## config.mk

```make
export PLATFORM = sky130hd
export DESIGN_NAME = alive_counter_crc8_frame_protect
export DESIGN_NICKNAME = d
export VERILOG_FILES = /design/src/sv/afc_pkg.sv /design/src/sv/afc_cnt_mem.sv /design/src/sv/afc_crc8.sv /design/src/sv/alive_counter_crc8_frame_protect.sv
export SDC_FILE = /design/constraint.sdc
export NUM_CORES = 1
export LEC_CHECK = 0
export ABC_AREA = 1
export BUFFER_PORTS_ARGS = -buffer_cell sky130_fd_sc_hd__buf_4
export CELL_PAD_IN_SITES_DETAIL_PLACEMENT = 1
export CELL_PAD_IN_SITES_GLOBAL_PLACEMENT = 1
export CORE_UTILIZATION = 40
export DETAILED_ROUTE_END_ITERATION = 7
export GPL_ROUTABILITY_DRIVEN = 0
export PLACE_DENSITY_LB_ADDON = 0.1
export SETUP_SLACK_MARGIN = 0.4
export SLEW_MARGIN = 15
export SYNTH_ARGS = -nofsm -noshare
export SYNTH_HDL_FRONTEND = slang
export SYNTH_SLANG_ARGS = --single-unit
```

## constraint.sdc

```tcl
create_clock -name clk_i -period 4 [get_ports clk_i]
set_clock_uncertainty 0.15 [all_clocks]
set_input_delay 0.8 -clock clk_i [delete_from_list [all_inputs] [get_ports clk_i]]
set_output_delay 0.8 -clock clk_i [all_outputs]
set_load 0.05 [all_outputs]
```

## src/sv/afc_pkg.sv

```systemverilog
// Package for the alive-counter / CRC-8 frame protection block.
// Holds shared constants, state and control types and the CRC byte step.
// No dependencies.
`timescale 1ns / 1ps

package afc_pkg;

  localparam int SlotCount = 16;
  localparam int SlotW     = 4;
  localparam int AddrW     = (SlotCount > 1) ? $clog2(SlotCount) : 1;
  localparam int LenW      = 3;
  localparam int ByteCount = 7;

  localparam logic [7:0] CrcPoly  = 8'h1D;
  localparam logic [7:0] CrcInit  = 8'hFF;
  localparam logic [7:0] WrapMark = 8'h0F;
  localparam logic [7:0] TopBit   = 8'h80;
  localparam logic [7:0] CntReset = 8'hFF;

  typedef enum logic {
    CMD_SEND   = 1'b0,
    CMD_PRESET = 1'b1
  } afc_cmd_e;

  typedef enum logic [1:0] {
    ST_IDLE,
    ST_READ,
    ST_CRC,
    ST_DONE
  } afc_state_e;

  typedef struct packed {
    logic             en;
    logic [AddrW-1:0] addr;
    logic [7:0]       data;
  } mem_wr_t;

  typedef struct packed {
    logic init;
    logic step;
  } crc_ctl_t;

  // One CRC-8 byte update, MSB first, no reflection.
  function automatic logic [7:0] crc8_byte(input logic [7:0] crc, input logic [7:0] data);
    logic [7:0] r;
    r = crc ^ data;
    for (int b = 0; b < 8; b++) begin
      if ((r & TopBit) != 8'h00) begin
        r = {r[6:0], 1'b0} ^ CrcPoly;
      end else begin
        r = {r[6:0], 1'b0};
      end
    end
    return r;
  endfunction

endpackage

```

## src/sv/afc_cnt_mem.sv

```systemverilog
// Alive-counter store: one synchronous RAM with a registered read port.
// Per-entry valid bits make unwritten entries read as the reset value.
// Depends on afc_pkg.
`timescale 1ns / 1ps

module afc_cnt_mem (
  input  logic                      clk_i,
  input  logic                      rst_ni,
  input  logic                      rd_en_i,
  input  logic [afc_pkg::AddrW-1:0] rd_addr_i,
  input  afc_pkg::mem_wr_t          wr_i,
  output logic [7:0]                rd_data_o
);

  logic [7:0]                   mem_q [afc_pkg::SlotCount];
  logic [afc_pkg::SlotCount-1:0] vld_q;
  logic [7:0]                   rd_q;
  logic                         rd_vld_q;

  always_ff @(posedge clk_i) begin
    if (wr_i.en) begin
      mem_q[wr_i.addr] <= wr_i.data;
    end
    if (rd_en_i) begin
      rd_q <= mem_q[rd_addr_i];
    end
  end

  always_ff @(posedge clk_i or negedge rst_ni) begin
    if (!rst_ni) begin
      vld_q    <= '0;
      rd_vld_q <= 1'b0;
    end else begin
      if (wr_i.en) begin
        vld_q[wr_i.addr] <= 1'b1;
      end
      if (rd_en_i) begin
        rd_vld_q <= vld_q[rd_addr_i];
      end
    end
  end

  assign rd_data_o = rd_vld_q ? rd_q : afc_pkg::CntReset;

endmodule

```

## src/sv/afc_crc8.sv

```systemverilog
// Byte-serial CRC-8 unit: one byte folded into the remainder per cycle while step is high.
// Depends on afc_pkg.
`timescale 1ns / 1ps

module afc_crc8 (
  input  logic              clk_i,
  input  afc_pkg::crc_ctl_t ctl_i,
  input  logic [7:0]        byte_i,
  output logic [7:0]        crc_o
);

  logic [7:0] crc_q;
  logic [7:0] crc_d;

  always_comb begin
    crc_d = crc_q;
    if (ctl_i.init) begin
      crc_d = afc_pkg::CrcInit;
    end else if (ctl_i.step) begin
      crc_d = afc_pkg::crc8_byte(crc_q, byte_i);
    end
  end

  always_ff @(posedge clk_i) begin
    crc_q <= crc_d;
  end

  assign crc_o = crc_q;

endmodule

```

## src/sv/alive_counter_crc8_frame_protect.sv

```systemverilog
// Top level of the alive-counter / CRC-8 frame protection block.
// Instantiates afc_cnt_mem (counter RAM) and afc_crc8 (byte-serial CRC); uses afc_pkg.
//
//  channel   | handshake            | fields
//  ----------+----------------------+------------------------------------------------
//  command   | start, busy          | cmd_i slot_i crc_xor_i crc_len_i preset_value_i
//            |                      | payload_b2_i .. payload_b7_i
//  result    | done_o (1-cycle)     | slot_out_o counter_out_o crc_out_o
//
// An item is taken when start is high and busy is low. A send item passes
// from acceptance through the RAM read state, then the byte-serial CRC loop
// with one step per CRC byte, then the result state, and back to idle.
// Presets, sends with zero CRC length and out-of-range slots skip the loop.
// Reset clears the control state and the counter valid bits, so every slot
// reads as 0xFF at once; there is no clearing pass. The result strobe lasts
// exactly one cycle and cannot be held off; busy stays high until it is gone.
`timescale 1ns / 1ps

module alive_counter_crc8_frame_protect (
  input  logic                      clk_i,
  input  logic                      rst_ni,
  input  logic                      start,
  output logic                      busy,
  input  logic                      cmd_i,
  input  logic [afc_pkg::SlotW-1:0] slot_i,
  input  logic [7:0]                crc_xor_i,
  input  logic [afc_pkg::LenW-1:0]  crc_len_i,
  input  logic [7:0]                preset_value_i,
  input  logic [7:0]                payload_b2_i,
  input  logic [7:0]                payload_b3_i,
  input  logic [7:0]                payload_b4_i,
  input  logic [7:0]                payload_b5_i,
  input  logic [7:0]                payload_b6_i,
  input  logic [7:0]                payload_b7_i,
  output logic                      done_o,
  output logic [afc_pkg::SlotW-1:0] slot_out_o,
  output logic [7:0]                counter_out_o,
  output logic [7:0]                crc_out_o
);

  afc_pkg::afc_state_e state_q, state_d;

  // Item registers, captured on acceptance.
  afc_pkg::afc_cmd_e          cmd_q;
  logic [afc_pkg::SlotW-1:0]  slot_q;
  logic                       in_range_q;
  logic [7:0]                 xor_q;
  logic [afc_pkg::LenW-1:0]   rem_q, rem_d;
  logic [7:0]                 preset_q;
  logic [7:0]                 bytes_q [afc_pkg::ByteCount];
  logic [7:0]                 cnt_out_q;

  logic                       accept;
  logic                       rd_en;
  logic [7:0]                 rd_data;
  logic [7:0]                 cnt_inc;
  logic [7:0]                 cnt_new;
  afc_pkg::mem_wr_t           mem_wr;
  afc_pkg::crc_ctl_t          crc_ctl;
  logic [7:0]                 crc;

  assign accept = start && !busy;
  assign rd_en  = accept;

  // Advance the counter; the wrap mark collapses to zero.
  assign cnt_inc = rd_data + 8'd1;
  assign cnt_new = (cnt_inc == afc_pkg::WrapMark) ? 8'h00 : cnt_inc;

  afc_cnt_mem u_cnt_mem (
    .clk_i     (clk_i),
    .rst_ni    (rst_ni),
    .rd_en_i   (rd_en),
    .rd_addr_i (afc_pkg::AddrW'(slot_i)),
    .wr_i      (mem_wr),
    .rd_data_o (rd_data)
  );

  afc_crc8 u_crc8 (
    .clk_i  (clk_i),
    .ctl_i  (crc_ctl),
    .byte_i (bytes_q[0]),
    .crc_o  (crc)
  );

  // Next state.
  always_comb begin
    state_d = state_q;
    unique case (state_q)
      afc_pkg::ST_IDLE: begin
        if (accept) begin
          state_d = afc_pkg::ST_READ;
        end
      end
      afc_pkg::ST_READ: begin
        if (in_range_q && (cmd_q == afc_pkg::CMD_SEND) && (rem_q != '0)) begin
          state_d = afc_pkg::ST_CRC;
        end else begin
          state_d = afc_pkg::ST_DONE;
        end
      end
      afc_pkg::ST_CRC: begin
        if (rem_q == afc_pkg::LenW'(1)) begin
          state_d = afc_pkg::ST_DONE;
        end
      end
      afc_pkg::ST_DONE: begin
        state_d = afc_pkg::ST_IDLE;
      end
      default: state_d = afc_pkg::ST_IDLE;
    endcase
  end

  // Outputs and datapath controls.
  always_comb begin
    busy         = 1'b1;
    done_o       = 1'b0;
    mem_wr.en    = 1'b0;
    mem_wr.addr  = afc_pkg::AddrW'(slot_q);
    mem_wr.data  = (cmd_q == afc_pkg::CMD_PRESET) ? preset_q : cnt_new;
    crc_ctl.init = 1'b0;
    crc_ctl.step = 1'b0;
    rem_d        = rem_q;
    unique case (state_q)
      afc_pkg::ST_IDLE: begin
        busy = 1'b0;
      end
      afc_pkg::ST_READ: begin
        // Write back the advanced or preset counter; out-of-range slots leave the RAM alone.
        mem_wr.en    = in_range_q;
        crc_ctl.init = 1'b1;
      end
      afc_pkg::ST_CRC: begin
        crc_ctl.step = 1'b1;
        rem_d        = rem_q - afc_pkg::LenW'(1);
      end
      afc_pkg::ST_DONE: begin
        done_o = 1'b1;
      end
      default: busy = 1'b1;
    endcase
  end

  always_ff @(posedge clk_i or negedge rst_ni) begin
    if (!rst_ni) begin
      state_q <= afc_pkg::ST_IDLE;
    end else begin
      state_q <= state_d;
    end
  end

  // Payload registers: capture on accept, load the counter byte after the read,
  // advance the byte line one step per CRC cycle.
  always_ff @(posedge clk_i) begin
    if (accept) begin
      cmd_q      <= afc_pkg::afc_cmd_e'(cmd_i);
      slot_q     <= slot_i;
      in_range_q <= (int'(slot_i) < afc_pkg::SlotCount);
      xor_q      <= crc_xor_i;
      rem_q      <= crc_len_i;
      preset_q   <= preset_value_i;
      bytes_q[1] <= payload_b2_i;
      bytes_q[2] <= payload_b3_i;
      bytes_q[3] <= payload_b4_i;
      bytes_q[4] <= payload_b5_i;
      bytes_q[5] <= payload_b6_i;
      bytes_q[6] <= payload_b7_i;
    end else begin
      rem_q <= rem_d;
      if (state_q == afc_pkg::ST_READ) begin
        bytes_q[0] <= cnt_new;
        cnt_out_q  <= in_range_q ? mem_wr.data : 8'h00;
      end else if (crc_ctl.step) begin
        for (int k = 0; k < afc_pkg::ByteCount - 1; k++) begin
          bytes_q[k] <= bytes_q[k+1];
        end
      end
    end
  end

  assign slot_out_o    = slot_q;
  assign counter_out_o = cnt_out_q;
  assign crc_out_o     = (in_range_q && (cmd_q == afc_pkg::CMD_SEND)) ? (crc ^ xor_q) : 8'h00;

  // Accepting an item raises busy in the next cycle.
  a_accept_busy : assert property (@(posedge clk_i) disable iff (!rst_ni)
    (start && !busy) |=> busy)
    else $error("busy not raised after accept");

  // The result strobe lasts a single cycle and frees the block.
  a_done_single : assert property (@(posedge clk_i) disable iff (!rst_ni)
    done_o |=> (!done_o && !busy))
    else $error("result strobe longer than one cycle");

  // The CRC loop only runs with bytes left to fold.
  a_crc_rem : assert property (@(posedge clk_i) disable iff (!rst_ni)
    (state_q == afc_pkg::ST_CRC) |-> (rem_q != '0))
    else $error("CRC step with no bytes left");

  // A result follows a RAM read phase or the CRC loop, never an idle cycle.
  a_done_after_work : assert property (@(posedge clk_i) disable iff (!rst_ni)
    done_o |-> ($past(state_q) == afc_pkg::ST_READ || $past(state_q) == afc_pkg::ST_CRC))
    else $error("result without preceding work");

  // A preset result carries a zero CRC byte.
  a_preset_crc : assert property (@(posedge clk_i) disable iff (!rst_ni)
    (done_o && (cmd_q == afc_pkg::CMD_PRESET)) |-> (crc_out_o == 8'h00))
    else $error("preset result with nonzero CRC");

endmodule

```

==> impl_metrics.json <==
{
  "status": "finished with violations",
  "violations": "DRC",
  "critPathLaunchType": "flop",
  "synth_seq_area_share": 0.687,
  "setup_violations": 0,
  "critPathLaunch": "cmd_q",
  "die_w_um": 166,
  "cts_resized": 0,
  "cts_setup_buffers": 0,
  "cp-end-kind": "output pin",
  "crit_arrival_ps": 2160,
  "power.leakage_nw": 5.02,
  "grt_max_degree": 74,
  "synth_area_mm2": 0.0107,
  "die_area_mm2": 0.0275,
  "die_h_um": 166,
  "crit_required_ps": 3050,
  "synth_area_per_cell_um2": 11.8,
  "fin_setup_tns_ps": 0,
  "dp_cells": 1308,
  "holdWs_ps": 271,
  "criticalPathCategory": "flop to output pin",
  "power_density_mw_per_mm2": 785,
  "clock_latency_ps": 560,
  "syn-num-nets": 993,
  "cp_max_fo": 13,
  "cts_tree": "done",
  "drtIter0Drc": 541,
  "final_hold_viol_count": 0,
  "start_util": 0.409,
  "cts_buffers": 29,
  "antenna_found_initial": 0,
  "clock-root-buffer": "clkbuf_16",
  "worst_slew_pin_slew_ps": 1030,
  "grt_pass1_wl_um": 43400,
  "mostFrequentLayoutCells": "nand2_1, edfxtp_1, buf_4",
  "port_buffers": 96,
  "htree_levels": 1,
  "grt_pass1_vias": 7288,
  "cts_num_sinks": 251,
  "fillers": 2783,
  "drcViolationCount": 10,
  "cts.path.max_buffers": 3,
  "post-dp-hpwl_um": 18100,
  "ant_nets": 0,
  "rsz0062_at_grt": "false",
  "dr_total_vias": 7081,
  "routed_wl_um": 28000,
  "synthCells": 910,
  "final_layout_size_suffix_gt1_frac": 0.194,
  "ir_drop_uv": 370,
  "hold_buffers": 1,
  "diodes": 0,
  "rows": 59,
  "design.core.area_mm2": 0.0262,
  "io-pin-count": 97,
  "groute.usage.overall": 0.208,
  "drt_first_pass_iters": 7,
  "layout_commonest_cell": "nand2_1",
  "finalCriticalPeriod_ps": 3110,
  "yosys_warnings": 0,
  "post-place-ws_ps": 1040,
  "syn_to_final_growth_pct": 18.8,
  "overflow": 0,
  "worstHoldPathType": "primary input to flop",
  "max-cap-violations": 0,
  "nets": 1088,
  "worst_slack_ps": 888,
  "relSlewSlack": 0.311,
  "drv_slew": 0,
  "path_clk_slew_ps": 60,
  "synth_cell_types": 38,
  "viasPerCell": 5.20,
  "hold_start": "payload_b7_i[3]",
  "ys_seq_elements": 251,
  "period_share": 0.778,
  "r2r-start": "u_cnt_mem.rd_vld_q",
  "fin_cells": 1363,
  "max_freq_mhz": 321,
  "wl_per_cell_um": 20.5
}
[Yosys cell counts]
cell	count	area share
a21oi_1	21	0.0098
a21oi_2	2	0.0016
a31oi_1	1	0.00058
buf_2	14	0.0065
buf_4	8	0.0056
clkbuf_1	22	0.0077
clkinv_1	1	0.00035
dfrtp_1	19	0.044
dfxtp_1	8	0.015
edfxtp_1	224	0.63
ha_1	8	0.0093
inv_1	38	0.013
inv_2	6	0.0021
inv_4	1	0.00058
mux2i_1	25	0.023
nand2_1	253	0.089
nand2_2	5	0.0029
nand2_4	1	0.0011
nand3_1	31	0.014
nand3_2	2	0.0019
nand3_4	1	0.0016
nand3b_1	1	0.00070
nor2_1	76	0.027
nor2_2	3	0.0018
nor2_4	2	0.0021
nor3_2	1	0.00093
o211ai_1	7	0.0049
o21a_1	1	0.00070
o21ai_0	63	0.029
o21bai_1	2	0.0014
o221ai_1	29	0.024
o32ai_1	7	0.0057
or2_2	14	0.0082
xnor2_1	2	0.0016
xnor2_2	4	0.0061
xor2_1	5	0.0041
xor2_2	1	0.0015
xor2_4	1	0.0026
[metrics by stage]
stage / cell area (µm²) / utilization / power, mW
2_1_floorplan: 10700 / - / 6.31
3_3_place_gp: 11700 / 0.448 / 7.27
3_5_place_dp: 11700 / 0.448 / 7.38
4_1_cts: 12700 / 0.486 / 10.1
5_1_grt: 12700 / 0.486 / 10.6
6_report: 12700 / 0.486 / 10.0
[area by class of cell]
| type | count | area [µm²] | share of cell area |
|---|---|---|---|
| Clock buffer | 37 | 786 | 0.0617 |
| Clock inverter | 17 | 210 | 0.0165 |
| Inverter | 46 | 175 | 0.0137 |
| Multi-Input combinational cell | 569 | 2970 | 0.233 |
| Sequential cell | 251 | 7360 | 0.578 |
| Tap cell | 335 | 419 | 0.0329 |
| Timing Repair Buffer | 108 | 813 | 0.0638 |
[registers in the layout (all words and copies together) (netlist names), 8 cells and up]
signal / cells
xor_q: 8
preset_q: 8
bytes_q: 56
u_crc8.crc_o: 8
u_cnt_mem.mem_q: 128
u_cnt_mem.rd_q: 8
u_cnt_mem.vld_q: 16
counter_out_o: 8
[layer usage]
metal,up-vias,GRT usage,wire (µm)
met4,0,0.0540,590
met3,42,0.0289,1250
li1,3377,-,-
met5,-,0,0
met1,3502,0.302,13300
met2,160,0.328,12900
[critical path: stages, from the launching register on]
cell and delay, ps:
edfxtp_1 560, inv_1 430, o21ai_0 190, a21oi_1 200, buf_4 230
[cell families after synthesis]
logic type	share of synthesized area
buffers and inverters	0.0362
muxes	0.0233
DFF	0.687
AOI/OAI and AO/OA	0.0778
xor gates and xnor gates	0.0159
adders and majority gates	0.00934
and+or+nand+nor	0.151
[report_power, final]
part | leakage (nW) | switching [mW] | internal [mW]
clock network | 0.477 | 1.07 | 1.65
logic | 2.19 | 2.20 | 0.947
registers | 2.35 | 0.295 | 3.84
[worst paths after layout]
kind | slack (ps) | endpoint | cells past startpoint
setup / recovery | 890 | crc_out_o[5] | 4
hold / removal | 270 | bytes_q[6][3] | 1
setup reg to reg | 1300 | u_cnt_mem.mem_q[9][2] | 8
hold reg to reg | 310 | u_cnt_mem.vld_q[14] | 1
max in group asynchronous | 2860 | u_cnt_mem.vld_q[2] | 2
min in group asynchronous | 560 | u_cnt_mem.vld_q[12] | 2
(Power assumes the default switching activity.)
